[config.mk]
export PLATFORM = sky130hd
export DESIGN_NAME = binomial_coefficient_unit
export DESIGN_NICKNAME = d
export VERILOG_FILES = /design/src/bcu_pkg.sv /design/src/binomial_coefficient_unit.sv
export SDC_FILE = /design/constraint.sdc
export NUM_CORES = 2
export LEC_CHECK = 0
export ABC_AREA = 1
export BUFFER_PORTS_ARGS = -buffer_cell sky130_fd_sc_hd__buf_4
export CAP_MARGIN = 20
export CORE_MARGIN = 3
export CORE_UTILIZATION = 45
export DETAILED_ROUTE_END_ITERATION = 6
export PLACE_DENSITY = 0.72
export SLEW_MARGIN = 20
export SYNTH_ARGS = -nofsm -noshare
export SYNTH_HDL_FRONTEND = slang
export SYNTH_SLANG_ARGS = --single-unit
[constraint.sdc]
create_clock -name clk -period 48.8 [get_ports clk]
set_clock_uncertainty 0.05 [all_clocks]
set_input_delay 4.88 -clock clk [delete_from_list [all_inputs] [get_ports clk]]
set_output_delay 4.88 -clock clk [all_outputs]
set_load 0.005 [all_outputs]
[src/bcu_pkg.sv]
// Package for the binomial coefficient unit: sizes, derived widths and
// the request and response payload types. No dependencies.
package bcu_pkg;

    localparam int MAX_N        = 63;
    localparam int ACC_WIDTH    = 128;
    localparam int N_WIDTH      = 6;
    localparam int RESULT_WIDTH = 64;

    // n compared against MAX_N with one spare bit so MAX_N up to 127 fits
    localparam int N_CMP_WIDTH  = N_WIDTH + 1;

    // shift-add multiplier: one multiplier bit per cycle
    localparam int MUL_BITS      = N_WIDTH;
    localparam int MUL_CNT_WIDTH = $clog2(MUL_BITS);
    localparam int PROD_WIDTH    = ACC_WIDTH + MUL_BITS;

    // long divider: DIV_RADIX dividend bits per cycle
    localparam int DIV_RADIX     = 8;
    localparam int DIV_CYCLES    = (ACC_WIDTH + DIV_RADIX - 1) / DIV_RADIX;
    localparam int DIV_WIDTH     = DIV_CYCLES * DIV_RADIX;
    localparam int DIV_CNT_WIDTH = $clog2(DIV_CYCLES);

    typedef struct packed {
        logic [N_WIDTH-1:0] n_total;
        logic [N_WIDTH-1:0] k_chosen;
    } req_t;

    typedef struct packed {
        logic [RESULT_WIDTH-1:0] coefficient;
        logic                    overflow;
    } rsp_t;

endpackage

[src/binomial_coefficient_unit.sv]
// Binomial coefficient unit: one sequencer shares a shift-add multiplier and a
// radix-256 long divider over one accumulator. Depends on bcu_pkg.
// For k > n or n out of range the request goes straight to the finish step; otherwise each of
// the K = min(k, n-k) factors takes a multiply pass and a decision step, with at most 2K division
// trials in all. A new request is taken only after the previous response has been loaded into the
// response register. Reset (rst_n, async, active low) idles and empties the response register.
module binomial_coefficient_unit (
    input  logic           clk,
    input  logic           rst_n,
    input  logic           req_valid,
    output logic           req_stall,
    input  bcu_pkg::req_t  req_data,
    output logic           rsp_valid,
    input  logic           rsp_stall,
    output bcu_pkg::rsp_t  rsp_data
);

    localparam logic [2:0] ST_IDLE = 3'd0;
    localparam logic [2:0] ST_MUL  = 3'd1;
    localparam logic [2:0] ST_DIV  = 3'd2;
    localparam logic [2:0] ST_STEP = 3'd3;
    localparam logic [2:0] ST_FIN  = 3'd4;

    localparam int NW = bcu_pkg::N_WIDTH;
    localparam int AW = bcu_pkg::ACC_WIDTH;
    localparam int PW = bcu_pkg::PROD_WIDTH;
    localparam int DW = bcu_pkg::DIV_WIDTH;
    localparam int RX = bcu_pkg::DIV_RADIX;

    logic [2:0]                          state_reg, state_next;
    logic [AW-1:0]                       acc_reg, acc_next;
    logic [PW-1:0]                       prod_reg, prod_next;
    logic [DW-1:0]                       work_reg, work_next;
    logic [NW-1:0]                       rem_reg, rem_next;
    logic [NW-1:0]                       i_reg, i_next;
    logic [NW-1:0]                       j_reg, j_next;
    logic [NW-1:0]                       stop_reg, stop_next;
    logic                                ovf_reg, ovf_next;
    logic [bcu_pkg::MUL_CNT_WIDTH-1:0]   mul_bit_reg, mul_bit_next;
    logic [bcu_pkg::DIV_CNT_WIDTH-1:0]   div_cnt_reg, div_cnt_next;
    logic                                rsp_valid_reg, rsp_valid_next;
    bcu_pkg::rsp_t                       rsp_data_reg, rsp_data_next;

    logic          req_xfer;
    logic          rsp_free;
    logic [NW-1:0] k_eff;
    logic [NW-1:0] n_minus_k;
    logic [PW-1:0] prod_sum;
    logic [NW-1:0] rem_step;
    logic [RX-1:0] q_bits;
    logic [DW-1:0] work_shift;
    logic [NW-1:0] j_dec;
    logic          acc_high;

    assign req_stall = (state_reg != ST_IDLE);
    assign req_xfer  = req_valid && !req_stall;
    assign rsp_free  = !rsp_valid_reg || !rsp_stall;
    assign rsp_valid = rsp_valid_reg;
    assign rsp_data  = rsp_data_reg;

    // fold k onto the smaller side
    assign n_minus_k = req_data.n_total - req_data.k_chosen;
    assign k_eff     = (n_minus_k < req_data.k_chosen) ? n_minus_k : req_data.k_chosen;

    // shift-add multiplier: add the accumulator at this bit's weight
    always_comb
    begin
        prod_sum = prod_reg;
        if (i_reg[mul_bit_reg])
        begin
            prod_sum = prod_reg + (PW'(acc_reg) << mul_bit_reg);
        end
    end

    // long divider: retire RX dividend bits into the remainder per cycle
    always_comb
    begin
        logic [NW:0] r;
        r = {1'b0, rem_reg};
        q_bits = '0;
        for (int b = 0; b < RX; b++)
        begin
            r = {r[NW-1:0], work_reg[DW-1-b]};
            if (r >= {1'b0, j_reg})
            begin
                r = r - {1'b0, j_reg};
                q_bits[RX-1-b] = 1'b1;
            end
            else
            begin
                q_bits[RX-1-b] = 1'b0;
            end
        end
        rem_step = r[NW-1:0];
    end

    assign work_shift = {work_reg[DW-RX-1:0], q_bits};
    assign j_dec      = j_reg - NW'(1);
    assign acc_high   = (acc_reg >> bcu_pkg::RESULT_WIDTH) != '0;

    // sequencer
    always_comb
    begin
        state_next     = state_reg;
        acc_next       = acc_reg;
        prod_next      = prod_reg;
        work_next      = work_reg;
        rem_next       = rem_reg;
        i_next         = i_reg;
        j_next         = j_reg;
        stop_next      = stop_reg;
        ovf_next       = ovf_reg;
        mul_bit_next   = mul_bit_reg;
        div_cnt_next   = div_cnt_reg;
        rsp_valid_next = rsp_valid_reg && rsp_stall;
        rsp_data_next  = rsp_data_reg;

        unique case (state_reg)
            ST_IDLE:
            begin
                if (req_xfer)
                begin
                    i_next    = req_data.n_total;
                    j_next    = k_eff;
                    stop_next = req_data.n_total - k_eff;
                    ovf_next  = 1'b0;
                    if ({1'b0, req_data.n_total} > bcu_pkg::N_CMP_WIDTH'(bcu_pkg::MAX_N))
                    begin
                        acc_next   = '0;
                        ovf_next   = 1'b1;
                        state_next = ST_FIN;
                    end
                    else if (req_data.k_chosen > req_data.n_total)
                    begin
                        acc_next   = '0;
                        state_next = ST_FIN;
                    end
                    else
                    begin
                        acc_next   = AW'(1);
                        state_next = ST_STEP;
                    end
                end
            end

            ST_STEP:
            begin
                // another factor left, or deliver
                if (i_reg > stop_reg)
                begin
                    prod_next    = '0;
                    mul_bit_next = '0;
                    state_next   = ST_MUL;
                end
                else
                begin
                    state_next = ST_FIN;
                end
            end

            ST_MUL:
            begin
                prod_next    = prod_sum;
                mul_bit_next = mul_bit_reg + bcu_pkg::MUL_CNT_WIDTH'(1);
                if (mul_bit_reg == bcu_pkg::MUL_CNT_WIDTH'(bcu_pkg::MUL_BITS - 1))
                begin
                    // commit the wrapped product and flag lost high bits
                    acc_next = prod_sum[AW-1:0];
                    if (prod_sum[PW-1:AW] != '0)
                    begin
                        ovf_next = 1'b1;
                    end
                    i_next = i_reg - NW'(1);
                    if (j_reg != '0)
                    begin
                        work_next    = DW'(prod_sum[AW-1:0]);
                        rem_next     = '0;
                        div_cnt_next = '0;
                        state_next   = ST_DIV;
                    end
                    else
                    begin
                        state_next = ST_STEP;
                    end
                end
            end

            ST_DIV:
            begin
                work_next    = work_shift;
                rem_next     = rem_step;
                div_cnt_next = div_cnt_reg + bcu_pkg::DIV_CNT_WIDTH'(1);
                if (div_cnt_reg == bcu_pkg::DIV_CNT_WIDTH'(bcu_pkg::DIV_CYCLES - 1))
                begin
                    if (rem_step == '0)
                    begin
                        // exact: take the quotient and try the next divisor
                        acc_next = work_shift[AW-1:0];
                        j_next   = j_dec;
                        if (j_dec != '0)
                        begin
                            work_next    = DW'(work_shift[AW-1:0]);
                            rem_next     = '0;
                            div_cnt_next = '0;
                        end
                        else
                        begin
                            state_next = ST_STEP;
                        end
                    end
                    else
                    begin
                        state_next = ST_STEP;
                    end
                end
            end

            ST_FIN:
            begin
                // hold until the response register is free
                if (rsp_free)
                begin
                    rsp_valid_next            = 1'b1;
                    rsp_data_next.coefficient = acc_reg[bcu_pkg::RESULT_WIDTH-1:0];
                    rsp_data_next.overflow    = ovf_reg || acc_high;
                    state_next                = ST_IDLE;
                end
            end

            default:
            begin
                state_next = ST_IDLE;
            end
        endcase
    end

    // control state
    always_ff @(posedge clk or negedge rst_n)
    begin
        if (!rst_n)
        begin
            state_reg     <= ST_IDLE;
            rsp_valid_reg <= 1'b0;
        end
        else
        begin
            state_reg     <= state_next;
            rsp_valid_reg <= rsp_valid_next;
        end
    end

    // datapath, no reset
    always_ff @(posedge clk)
    begin
        acc_reg      <= acc_next;
        prod_reg     <= prod_next;
        work_reg     <= work_next;
        rem_reg      <= rem_next;
        i_reg        <= i_next;
        j_reg        <= j_next;
        stop_reg     <= stop_next;
        ovf_reg      <= ovf_next;
        mul_bit_reg  <= mul_bit_next;
        div_cnt_reg  <= div_cnt_next;
        rsp_data_reg <= rsp_data_next;
    end

`ifndef SYNTH
    // a division trial never runs with a zero divisor
    assert property (@(posedge clk) disable iff (!rst_n)
        state_reg == ST_DIV |-> j_reg != '0)
        else $error("division trial with zero divisor");

    // the running remainder stays below the divisor
    assert property (@(posedge clk) disable iff (!rst_n)
        state_reg == ST_DIV |-> rem_reg < j_reg)
        else $error("divider remainder not below divisor");

    // the multiplier bit counter never passes the factor width
    assert property (@(posedge clk) disable iff (!rst_n)
        state_reg == ST_MUL |->
            mul_bit_reg <= bcu_pkg::MUL_CNT_WIDTH'(bcu_pkg::MUL_BITS - 1))
        else $error("multiplier bit counter out of range");

    // an accepted request starts work
    assert property (@(posedge clk) disable iff (!rst_n)
        req_valid && !req_stall |=> state_reg != ST_IDLE)
        else $error("accepted request did not start");

    // a new response only comes out of the finish step
    assert property (@(posedge clk) disable iff (!rst_n)
        $rose(rsp_valid) |-> $past(state_reg) == ST_FIN)
        else $error("response raised outside finish step");
`endif

endmodule

==> metrics.txt <==
Die ar.=approximately 0.087 mm²; GPL Wtd Cong=around 0.99; clock root buffer=clkbuf_16; relative slew slack=0.266; most frequent CP cell=nand2_1; max reg flops=approximately 130; syn nets=5207; DP Wirelength=a little under 90000 µm; final hold violations=0; CORE AREA=0.0824 mm²; hold depth=0; Worst-Skew Late Latency=roughly 0.64 ns; sequential-to-total area share from yosys stat=0.392; number of flops mapped to enable cells by yosys=487; critical path's slowest cell=edfxtp_1; CTS sink count=491; Detailed Route Iter0 Violations=approximately 3500; CP endpoint kind=register; Max H-tree Level=2; vias in the first global route=32593; PostCTS Resize Cnt=0; Peak Freq=56.2 MHz; Synth async-reset ratio=0.00815; post-synthesis compound-gate area fraction=0.169; Yosys top cell area share=0.389; Cells after Synth=around 5000; Die X=slightly below 300 µm; final slew viol count=0; DR DRC count=0; Post-layout nets=between 5000 and 6000; Antenna Cells=0; hold_buf cts=0; post-synthesis cell type count=62; r2r startpoint=j_reg[1]; via count=roughly 34000; Main synth FF type=edfxtp_1; Die Height=295 µm; worst-margin pin slew=around 1.1 ns; YS warnings=0; Post-Syn Area=0.0375 mm²; maxcap violations=0; Initial Utilization=0.456; post-CTS setup buffers=0; Rows=105; startpoint types=register; Worst Path Required=between 40 and 50 ns; Syn-to-layout area delta=8.93%; Final Cycle Share=0.365; Simple-Gate Fraction of Synth Area=0.234; crit path capture=acc_reg[43]; wire per inst=roughly 19 µm; TritonCTS buffer count=53; RSZ-0062 raised after global routing=false; post-synthesis adder-cell area fraction=0.0758; capturing point of the worst reg2reg path=acc_reg[43]; combinational family with the most area after synthesis=simple AND/OR/NAND/NOR gates; I/O Buffers=between 80 and 90; crit-path max FO=between 50 and 60; via density per instance=between 5 and 6; antenna violations before repair=0; Final Setup Violations=0; First-pass DRT Iterations=6; largest net degree at the start of global routing=approximately 120; post-synthesis mux area share=0.0144; number of synthesized register bits=between 400 and 500; Crit Path Category=reg2reg; register-to-register setup slack=31.01 ns; Total GRT Usage=0.262; worst min path class=reg2reg; Crit. Startpoint=j_reg[1]; status=finished, final reports clean; xor/xnor share of the synthesized area=0.0327; Syn Area/Cell=7.56 µm²; share of cells above drive strength 1=0.0579; area leader, netlist=edfxtp_1; WL final=116000 µm; CTS tree=yes; Tmin final=between 15 and 20 ns; I/O Pins=83; Detail Route Antenna Nets=0; total grt overflow=0; Worst path max stage delay=roughly 0.81 ns; worst r2r path cells=between 80 and 90; synth top area cells=edfxtp_1 39%, nand2_1 10%, o21ai_0 8.5%, ha_1 7.0%, inv_1 6.4%; Clk pin slew, worst setup/hold paths=around 0.060 ns; first-pass GRT wire length=181000 µm; crit path DAT=~18 ns; Filler Cell Count=8079; setup TNS=0 ns; Max clock buf depth=3
metal layers:
| layer | share of wire | vias up | global-route usage |
|---|---|---|---|
| li1 | - | 16816 | - |
| met1 | 0.45 | 16030 | 0.375 |
| met2 | 0.45 | 1392 | 0.420 |
| met3 | 0.082 | 164 | 0.0364 |
| met4 | 0.022 | 0 | 0.0627 |
| met5 | 0 | - | 0 |
stage by stage:
step	hold WS, ns	worst slack [ns]	area, µm²	utilization	cells
after floorplan	0.401	28.79	37500	-	4970
after global placement	0.416	31.04	39100	0.475	5978
after detailed placement	0.413	30.93	39100	0.475	5978
after CTS	0.427	30.83	40900	0.497	6076
after global routing	0.437	28.95	40900	0.497	6076
final	0.429	31.01	40900	0.497	6076
cell usage after synthesis, types with 31 or more instances:
library cell  count
clkbuf_1        138
a21oi_1         351
o21ai_0         638
xnor2_1          68
mux2i_1          54
ha_1            210
nand3_1         362
xor2_1           72
nor3_1           34
nor2_1          485
or2_2            42
edfxtp_1        487
o21a_1           41
nand2_1        1039
inv_1           638
nand4_1          31
a31oi_1          61
worst min-delay path by stage:
stage,from,to,slack (ns)
after floorplan,acc_reg[9],rsp_data[10],0.40
after CTS,acc_reg[12],rsp_data[13],0.43
after global placement,acc_reg[19],rsp_data[20],0.42
final,acc_reg[12],rsp_data[13],0.43
after global routing,acc_reg[12],rsp_data[13],0.44
after detailed placement,acc_reg[12],rsp_data[13],0.41
layout make-up:
type | count | area (µm²) | area share
well taps | 1070 | 1340 | 0.0327
multi-input cells | 3664 | 19800 | 0.484
clock buffers | 66 | 1400 | 0.0341
repair buffers | 109 | 831 | 0.0203
inverters | 644 | 2430 | 0.0593
flip-flops and latches | 491 | 14700 | 0.360
clock inverters | 32 | 372 | 0.00909
worst max-delay path, delay by kind of cell (launching register included):
family / cells / cell delay, ns
adders and majority gates: 8 / 2.86
DFF: 1 / 0.81
buffers and inverters: 11 / 2.01
AOI/OAI and AO/OA: 34 / 7.92
and+or+nand+nor: 31 / 3.63
cell families after synthesis:
logic type               Yosys count
AND/OR/NAND/NOR                 2066
AO/OA/AOI/OAI                   1183
buffers and inverters            815
flip-flops                       491
adder cells (fa/ha/maj)          221
XOR/XNOR                         140
multiplexers                      54
placed cells by master (no fill, tap or decap), types with 5 or more instances in the layout:
cell,instances
nand3_1,362
o21ai_0,638
nor4_1,18
and2_1,6
nor3_1,32
bufinv_16,7
clkinv_2,8
inv_1,634
clkinv_1,12
o31ai_1,7
nand2_4,8
ha_1,210
a21oi_1,348
nand3_2,5
nand4_1,31
o211ai_1,17
xnor2_1,68
nand2_2,8
inv_2,5
a21boi_0,9
nand2_1,1037
xor2_1,72
nand3b_1,9
clkbuf_1,12
nand3_4,7
nor2_1,485
or2_2,42
mux2i_1,54
clkbuf_16,54
a31oi_1,61
o21ai_1,9
fa_1,11
edfxtp_1,487
buf_4,108
nor2_2,5
o21bai_1,14
a21oi_2,5
o21a_1,41
Power is left out: the tool's default activity adds up to more than one toggle a clock period on the data nets, which glitch-free logic cannot reach.
